## config.mk

```make
export PLATFORM = sky130hd
export DESIGN_NAME = linear_interp_resampler_flat
export DESIGN_NICKNAME = d
export VERILOG_FILES = /design/src/rtl/core/lir_pkg.sv /design/src/rtl/core/lir_ifs.sv /design/src/rtl/core/lir_mul.sv /design/src/rtl/core/linear_interp_resampler.sv /design/src/flat_wrapper.sv
export SDC_FILE = /design/constraint.sdc
export NUM_CORES = 2
export LEC_CHECK = 0
export ABC_AREA = 1
export ABC_CLOCK_PERIOD_IN_PS = 23800
export BUFFER_PORTS_ARGS = -buffer_cell sky130_fd_sc_hd__clkbuf_2
export CELL_PAD_IN_SITES_DETAIL_PLACEMENT = 0
export CELL_PAD_IN_SITES_GLOBAL_PLACEMENT = 2
export CORE_MARGIN = 2
export CORE_UTILIZATION = 44
export CTS_CLUSTER_DIAMETER = 100
export DETAILED_ROUTE_END_ITERATION = 12
export PLACE_DENSITY = 0.9
export SETUP_SLACK_MARGIN = 0.2
export SLEW_MARGIN = 20
export SYNTH_ARGS = -nofsm -noshare
export SYNTH_HDL_FRONTEND = slang
export SYNTH_SLANG_ARGS = --single-unit
```

## constraint.sdc

```tcl
create_clock -name clk -period 23.8 [get_ports clk]
set_clock_uncertainty 0.1 [all_clocks]
set_input_delay 1.19 -clock clk [delete_from_list [all_inputs] [get_ports clk]]
set_output_delay 1.19 -clock clk [all_outputs]
set_load 0.01 [all_outputs]
```

## src/rtl/core/lir_pkg.sv

```systemverilog
// ----------------------------------------------------------------------------
// lir_pkg
// Shared constants and types of the linear interpolation resampler.
// ----------------------------------------------------------------------------
package lir_pkg;

    localparam int unsigned SMP_W     = 32;
    localparam int unsigned RATIO_W   = 31;
    localparam int unsigned FRAC_W    = 28;
    // hard ceiling on results per input, whatever the run parameter says
    localparam int unsigned OUT_LIMIT = 8;

    localparam logic [SMP_W-1:0] FIX_ONE   = 32'h1000_0000;
    localparam logic [SMP_W-1:0] SNAP_ADD  = 32'h0000_0080;
    localparam logic [SMP_W-1:0] SNAP_TEST = 32'h0fff_ff00;
    localparam logic [SMP_W-1:0] FRAC_MASK = 32'h0fff_ffff;

    typedef enum logic [3:0] {
        ST_IDLE = 4'b0001,
        ST_MUL  = 4'b0010,
        ST_ADD  = 4'b0100,
        ST_OUT  = 4'b1000
    } seq_state_t;

endpackage

```

## src/rtl/core/lir_ifs.sv

```systemverilog
// ----------------------------------------------------------------------------
// lir_ifs
// Valid/ready channels for input samples and interpolated results.
// ----------------------------------------------------------------------------
interface lir_smp_if;
    logic               valid;
    logic               ready;
    logic signed [31:0] sample_in;

    modport source (output valid, output sample_in, input ready);
    modport sink   (input valid, input sample_in, output ready);
endinterface

interface lir_res_if;
    logic               valid;
    logic               ready;
    logic signed [31:0] sample_out;
    logic               run_end;

    modport source (output valid, output sample_out, output run_end, input ready);
    modport sink   (input valid, input sample_out, input run_end, output ready);
endinterface

```

## src/rtl/core/lir_mul.sv

```systemverilog
// ----------------------------------------------------------------------------
// lir_mul
// Registered signed 32x32 multiply, result scaled down by the 4.28 fraction.
// ----------------------------------------------------------------------------
module lir_mul (
    input  logic                           clk,
    input  logic                           en,
    input  logic signed [lir_pkg::SMP_W-1:0] a,
    input  logic signed [lir_pkg::SMP_W-1:0] b,
    output logic        [lir_pkg::SMP_W-1:0] prod
);

    logic signed [2*lir_pkg::SMP_W-1:0] full;
    logic        [lir_pkg::SMP_W-1:0]   prod_reg;

    assign full = a * b;

    // arithmetic shift by the fraction width, keep the low word
    always_ff @(posedge clk)
    begin
        if (en)
        begin
            prod_reg <= full[lir_pkg::FRAC_W +: lir_pkg::SMP_W];
        end
    end

    assign prod = prod_reg;

endmodule

```

## src/rtl/core/linear_interp_resampler.sv

```systemverilog
// ----------------------------------------------------------------------------
// linear_interp_resampler
// Linear interpolation sample rate converter, one channel, signed 4.28.
// ----------------------------------------------------------------------------
// Usage:
//   sample_ch carries one input sample per request; result_ch carries the
//   interpolated samples, run_end marking the last result of an input.
//   cfg_we/cfg_data write rate_ratio (input rate over output rate, unsigned 3.28);
//   write it only while the block is idle.
//   Each result passes through the shared multiplier loop (multiply, add
//   and position update, hand over); up to MAX_RUN (at most 8) results per
//   input. A ratio of one passes the sample straight through. The first
//   sample taken after reset at a ratio other than one, and a sample whose
//   position is already at or past one, are absorbed with no result.
//   sample_ch.ready is high only when the sequencer is idle.
//   A stalled result holds in the output register; the sequencer waits.
//   Reset clears the history, the position and restores the ratio to one.
// ----------------------------------------------------------------------------
module linear_interp_resampler #(
    parameter int unsigned MAX_RUN = 8
) (
    input  logic                           clk,
    input  logic                           rst_n,
    lir_smp_if.sink                        sample_ch,
    lir_res_if.source                      result_ch,
    input  logic                           cfg_we,
    input  logic [lir_pkg::RATIO_W-1:0]    cfg_data
);

    localparam int unsigned RUN_LIMIT =
        (MAX_RUN < lir_pkg::OUT_LIMIT) ? MAX_RUN : lir_pkg::OUT_LIMIT;
    localparam int unsigned CNT_W = $clog2(RUN_LIMIT + 1);

    localparam int unsigned W = lir_pkg::SMP_W;

    lir_pkg::seq_state_t state_reg, state_next;

    logic [lir_pkg::RATIO_W-1:0] ratio_reg, ratio_next;
    logic [W-1:0]                prev_reg, prev_next;
    logic [W-1:0]                pos_reg, pos_next;
    logic                        primed_reg, primed_next;
    logic [W-1:0]                cur_reg, cur_next;
    logic [CNT_W-1:0]            cnt_reg, cnt_next;
    logic                        pass_reg, pass_next;
    logic                        out_valid_reg, out_valid_next;
    logic [W-1:0]                out_data_reg, out_data_next;
    logic                        out_last_reg, out_last_next;

    logic [W-1:0]     diff;
    logic [W-1:0]     prod;
    logic [W-1:0]     interp;
    logic [W-1:0]     pos_add;
    logic [W-1:0]     snap_sum;
    logic [W-1:0]     pos_snap;
    logic [CNT_W-1:0] cnt_inc;
    logic             run_last;
    logic             pos_below_one;
    logic             is_passthrough;
    logic             in_acc;

    assign diff = cur_reg - prev_reg;

    lir_mul u_mul (
        .clk  (clk),
        .en   (state_reg == lir_pkg::ST_MUL),
        .a    (diff),
        .b    (pos_reg),
        .prod (prod)
    );

    assign interp   = (pos_reg == '0) ? prev_reg : (prev_reg + prod);
    assign pos_add  = pos_reg + {1'b0, ratio_reg};
    assign snap_sum = pos_add + lir_pkg::SNAP_ADD;
    // snap to the integer when within 0x80 of it
    assign pos_snap = ((snap_sum & lir_pkg::SNAP_TEST) == '0) ?
                      (snap_sum & ~lir_pkg::FRAC_MASK) : pos_add;
    assign cnt_inc  = cnt_reg + CNT_W'(1);
    assign run_last = (cnt_inc == CNT_W'(RUN_LIMIT)) ||
                      !($signed(pos_snap) < $signed(lir_pkg::FIX_ONE));

    assign pos_below_one  = $signed(pos_reg) < $signed(lir_pkg::FIX_ONE);
    assign is_passthrough = (ratio_reg == lir_pkg::FIX_ONE[lir_pkg::RATIO_W-1:0]);

    assign sample_ch.ready = (state_reg == lir_pkg::ST_IDLE);
    assign in_acc          = sample_ch.valid && sample_ch.ready;

    assign result_ch.valid      = out_valid_reg;
    assign result_ch.sample_out = out_data_reg;
    assign result_ch.run_end    = out_last_reg;

    always_comb
    begin
        state_next     = state_reg;
        ratio_next     = ratio_reg;
        prev_next      = prev_reg;
        pos_next       = pos_reg;
        primed_next    = primed_reg;
        cur_next       = cur_reg;
        cnt_next       = cnt_reg;
        pass_next      = pass_reg;
        out_valid_next = out_valid_reg;
        out_data_next  = out_data_reg;
        out_last_next  = out_last_reg;

        if (cfg_we)
        begin
            ratio_next = cfg_data;
        end

        case (state_reg)
            lir_pkg::ST_IDLE:
            begin
                if (in_acc)
                begin
                    if (is_passthrough)
                    begin
                        out_data_next  = sample_ch.sample_in;
                        out_last_next  = 1'b1;
                        out_valid_next = 1'b1;
                        pass_next      = 1'b1;
                        state_next     = lir_pkg::ST_OUT;
                    end
                    else if (!primed_reg)
                    begin
                        prev_next   = sample_ch.sample_in;
                        primed_next = 1'b1;
                    end
                    else if (!pos_below_one)
                    begin
                        // no result for this request
                        pos_next  = pos_reg - lir_pkg::FIX_ONE;
                        prev_next = sample_ch.sample_in;
                    end
                    else
                    begin
                        cur_next   = sample_ch.sample_in;
                        cnt_next   = '0;
                        pass_next  = 1'b0;
                        state_next = lir_pkg::ST_MUL;
                    end
                end
            end
            lir_pkg::ST_MUL:
            begin
                state_next = lir_pkg::ST_ADD;
            end
            lir_pkg::ST_ADD:
            begin
                out_data_next  = interp;
                out_last_next  = run_last;
                out_valid_next = 1'b1;
                pos_next       = pos_snap;
                cnt_next       = cnt_inc;
                state_next     = lir_pkg::ST_OUT;
            end
            lir_pkg::ST_OUT:
            begin
                if (result_ch.ready)
                begin
                    out_valid_next = 1'b0;
                    if (out_last_reg)
                    begin
                        if (!pass_reg)
                        begin
                            pos_next  = pos_reg - lir_pkg::FIX_ONE;
                            prev_next = cur_reg;
                        end
                        state_next = lir_pkg::ST_IDLE;
                    end
                    else
                    begin
                        state_next = lir_pkg::ST_MUL;
                    end
                end
            end
            default:
            begin
                state_next = lir_pkg::ST_IDLE;
            end
        endcase
    end

    always_ff @(posedge clk or negedge rst_n)
    begin
        if (!rst_n)
        begin
            state_reg     <= lir_pkg::ST_IDLE;
            ratio_reg     <= lir_pkg::FIX_ONE[lir_pkg::RATIO_W-1:0];
            prev_reg      <= '0;
            pos_reg       <= '0;
            primed_reg    <= 1'b0;
            cnt_reg       <= '0;
            pass_reg      <= 1'b0;
            out_valid_reg <= 1'b0;
        end
        else
        begin
            state_reg     <= state_next;
            ratio_reg     <= ratio_next;
            prev_reg      <= prev_next;
            pos_reg       <= pos_next;
            primed_reg    <= primed_next;
            cnt_reg       <= cnt_next;
            pass_reg      <= pass_next;
            out_valid_reg <= out_valid_next;
        end
    end

    always_ff @(posedge clk)
    begin
        cur_reg      <= cur_next;
        out_data_reg <= out_data_next;
        out_last_reg <= out_last_next;
    end

endmodule

```

## src/flat_wrapper.sv

```systemverilog
// flat-port wrapper written by rule: the top's interface ports become plain ports
module linear_interp_resampler_flat 
#(
    parameter int unsigned MAX_RUN = 8
)
  (clk, rst_n, cfg_we, cfg_data, sample_ch_valid, sample_ch_sample_in, sample_ch_ready, result_ch_valid, result_ch_sample_out, result_ch_run_end, result_ch_ready);
  lir_smp_if sample_ch_i ();
  lir_res_if result_ch_i ();
  input  logic clk;
  input  logic rst_n;
  input  logic cfg_we;
  input  logic [lir_pkg::RATIO_W-1:0] cfg_data;
  input wire logic [$bits(sample_ch_i.valid)-1:0] sample_ch_valid;
  input wire logic [$bits(sample_ch_i.sample_in)-1:0] sample_ch_sample_in;
  output wire logic [$bits(sample_ch_i.ready)-1:0] sample_ch_ready;
  output wire logic [$bits(result_ch_i.valid)-1:0] result_ch_valid;
  output wire logic [$bits(result_ch_i.sample_out)-1:0] result_ch_sample_out;
  output wire logic [$bits(result_ch_i.run_end)-1:0] result_ch_run_end;
  input wire logic [$bits(result_ch_i.ready)-1:0] result_ch_ready;
  assign sample_ch_i.valid = sample_ch_valid;
  assign sample_ch_i.sample_in = sample_ch_sample_in;
  assign sample_ch_ready = sample_ch_i.ready;
  assign result_ch_valid = result_ch_i.valid;
  assign result_ch_sample_out = result_ch_i.sample_out;
  assign result_ch_run_end = result_ch_i.run_end;
  assign result_ch_i.ready = result_ch_ready;
  linear_interp_resampler #(.MAX_RUN(MAX_RUN)) u_core (.clk(clk), .rst_n(rst_n), .sample_ch(sample_ch_i), .result_ch(result_ch_i), .cfg_we(cfg_we), .cfg_data(cfg_data));
endmodule
```

==> flow_summary.ini <==
[setup_path]
critPathKind = reg2reg
reg2reg_setup_slack_ns = 12.59
startpoint_type = flip-flop
required_ns = 24.06
r2r_end = u_core.u_mul.prod[7]$_DFFE_PP_
critPathMostFrequentCell = fa_1
critPathLaunch = u_core.prev_reg[4]$_DFFE_PN0P_
critPathMaxFanout = 11
r2r_start = u_core.prev_reg[4]$_DFFE_PN0P_
cp_slowest_cell = a31oi_1
ff2ff_path_depth = 36
endpoint_kind = flip-flop
arrival_ns = 11.47
critPathMaxStageDelay_ns = 0.72

[grt]
grt_antenna_before_repair = 9
grt_start_max_net_pins = 78
grt_pass1_wl_um = 275000
grt_pass1_vias = 43200
grt_usage_pct = 32.2
grt-ovfl-total = 0

[synthesis]
async_flop_share_pct = 52.2
yosysTopAreaCell = fa_1
synthCells = 6041
syn_nets = 7420
yosysWarnings = 0
synth_edf_count = 97
netlist_area_um2 = 49200
synth_area_leaders = fa_1 42%, inv_1 11%, nand2_1 8.4%, ha_1 6.9%, edfxtp_1 5.9%
yosysMostFrequentCell = inv_1
ys_types = 61
avgSynthCellArea_um2 = 8.14
synth_top_area_share_pct = 42.3
yosysSeqAreaShare_pct = 11.3
synth_common_cells = 1397 x inv_1, 1104 x nand2_1, 1039 x fa_1, 745 x nor2_1, 272 x ha_1
synthFlopType = dfrtp_1
synth_seq_cells = 203

[drt]
drc = 0
drtAntennaViolNets = 0
drtPass1Iterations = 6
drtIter0Drc = 3207
wl_per_cell_um = 24.0
wl_um = 181000
vias = 40700
vias_per_cell = 5.38

[clocking]
cts_buffers = 28
ctsRootBufferMaster = clkbuf_16
clockBufferDepth = 3
htree_levels = 1
clk_pin_slew_ns = 0.06
clock_latency_ns = 0.60
clock_sink_count = 203
cts-hold-fix-buffers = 0
postCtsSetupBuffers = 0
post_cts_resized = 0
cts_tree = yes

[placement]
gp_congestion = 0.970
port_buffers = 102
dp_hpwl_um = 145000

[floorplanning]
num_rows = 122
die_w_um = 338
dieArea_um2 = 114000
die_height_um = 338
core_um2 = 111000
start_util_pct = 44.4
pin_count = 103

[final_layout]
fin_nets = 7437
areaGrowthSynthToFinish_pct = 6.77
drive_above_1_share_pct = 6.78

[hold_path]
min_to = u_core.result_ch.valid$_DFFE_PN0P_
worstHoldStart = u_core.result_ch.valid$_DFFE_PN0P_
hold_path_depth = 2
hold_class = reg2reg

[sta]
worst_pin_slew_ns = 1.07
slew_violations = 0
holdWs_ns = 0.389
hold_viol_final = 0
fin_crit_sh_pct = 47.1
final.setup.tns_ns = 0
rsz0062_at_grt = no
finalSetupViolCount = 0
period_needed_ns = 11.21
fmax_ghz = 0.0892
slew_headroom_pct = 28.4

[outcome]
status = complete, no violations

[job]
drv_cap = 0
## cells by family (layout without fill, tap and decap cells)
| kind of cell | count (synthesis) | after routing | share of synthesized area, % |
|---|---|---|---|
| DFF | 203 | 203 | 11.3 |
| adders and majority gates | 1311 | 1311 | 49.2 |
| AOI/OAI and AO/OA | 543 | 543 | 6.25 |
| muxes | 1 | 1 | 0.0229 |
| other | 0 | 2 | 0 |
| and+or+nand+nor | 2240 | 2240 | 18.9 |
| xor gates and xnor gates | 91 | 91 | 1.62 |
| buffers and inverters | 1652 | 1691 | 12.7 |
## worst max-delay path by stage
stage | to | slack [ns] | depth (start not counted)
2_1_floorplan | u_core.u_mul.prod[31]$_DFFE_PP_ | 14.88 | 46
3_3_place_gp | u_core.u_mul.prod[11]$_DFFE_PP_ | 12.73 | 36
3_5_place_dp | u_core.u_mul.prod[11]$_DFFE_PP_ | 12.81 | 36
4_1_cts | u_core.u_mul.prod[11]$_DFFE_PP_ | 12.72 | 36
5_1_grt | u_core.u_mul.prod[11]$_DFFE_PP_ | 12.19 | 36
6_report | u_core.u_mul.prod[7]$_DFFE_PP_ | 12.59 | 36
## critical path: cells and delay by family (launching register included)
kind / cells / cell delay (ns)
simple gates: 1 / 0.23
xor+xnor: 2 / 0.49
compound gates: 14 / 3.84
flops: 1 / 0.38
buf+inv: 9 / 1.23
fa+ha+maj: 10 / 4.66
## layout make-up
class,instances,area [µm²]
diodes,2,5.00
clock buffers,37,764
clock inverters,15,180
fillers,11100,58200
inverters,1433,5380
multi-input cells,4186,37400
flip-flops and latches,203,5570
well taps,1488,1860
repair buffers,206,1310
## cells in the final DEF, fill, tap and decap left out, types with 7 or more instances in the layout
master	n
inv_1	1397
nand2_1	1100
fa_1	1039
nor2_1	741
ha_1	272
a21oi_1	209
o21ai_0	174
nand3_1	136
buf_4	104
dfrtp_1	103
clkbuf_2	101
edfxtp_1	97
nand4_1	63
or2_2	50
xor2_1	50
o211ai_1	49
nand2_2	43
xnor2_1	40
nor3_1	32
clkbuf_16	28
o21ai_1	25
inv_2	21
clkinv_1	19
o21a_1	18
a31oi_1	16
nor2_2	15
nor2_4	11
o221ai_1	10
nor4_1	10
nand3_2	9
o21bai_1	7
nand3b_1	7
## routing by layer
metal / global-route usage (%) / share of wire [%] / routed length (µm)
met3: 4.69 / 6.8 / 12400
met5: 0 / 0.037 / 67
met2: 53.3 / 47 / 85000
met1: 42.9 / 42 / 75900
met4: 11.8 / 4.4 / 7990
## metrics by stage
stage | util [%] | std cells | worst slack, ns | instance area, µm²
2_1_floorplan | - | 6041 | 14.88 | 49200
3_3_place_gp | 46.5 | 7515 | 12.73 | 51500
3_5_place_dp | 46.5 | 7515 | 12.81 | 51500
4_1_cts | 47.4 | 7567 | 12.72 | 52500
5_1_grt | 47.4 | 7568 | 12.19 | 52500
6_report | 47.4 | 7570 | 12.59 | 52500
Power is left out: the tool's default activity adds up to more than one toggle a clock period on the data nets, which glitch-free logic cannot reach.
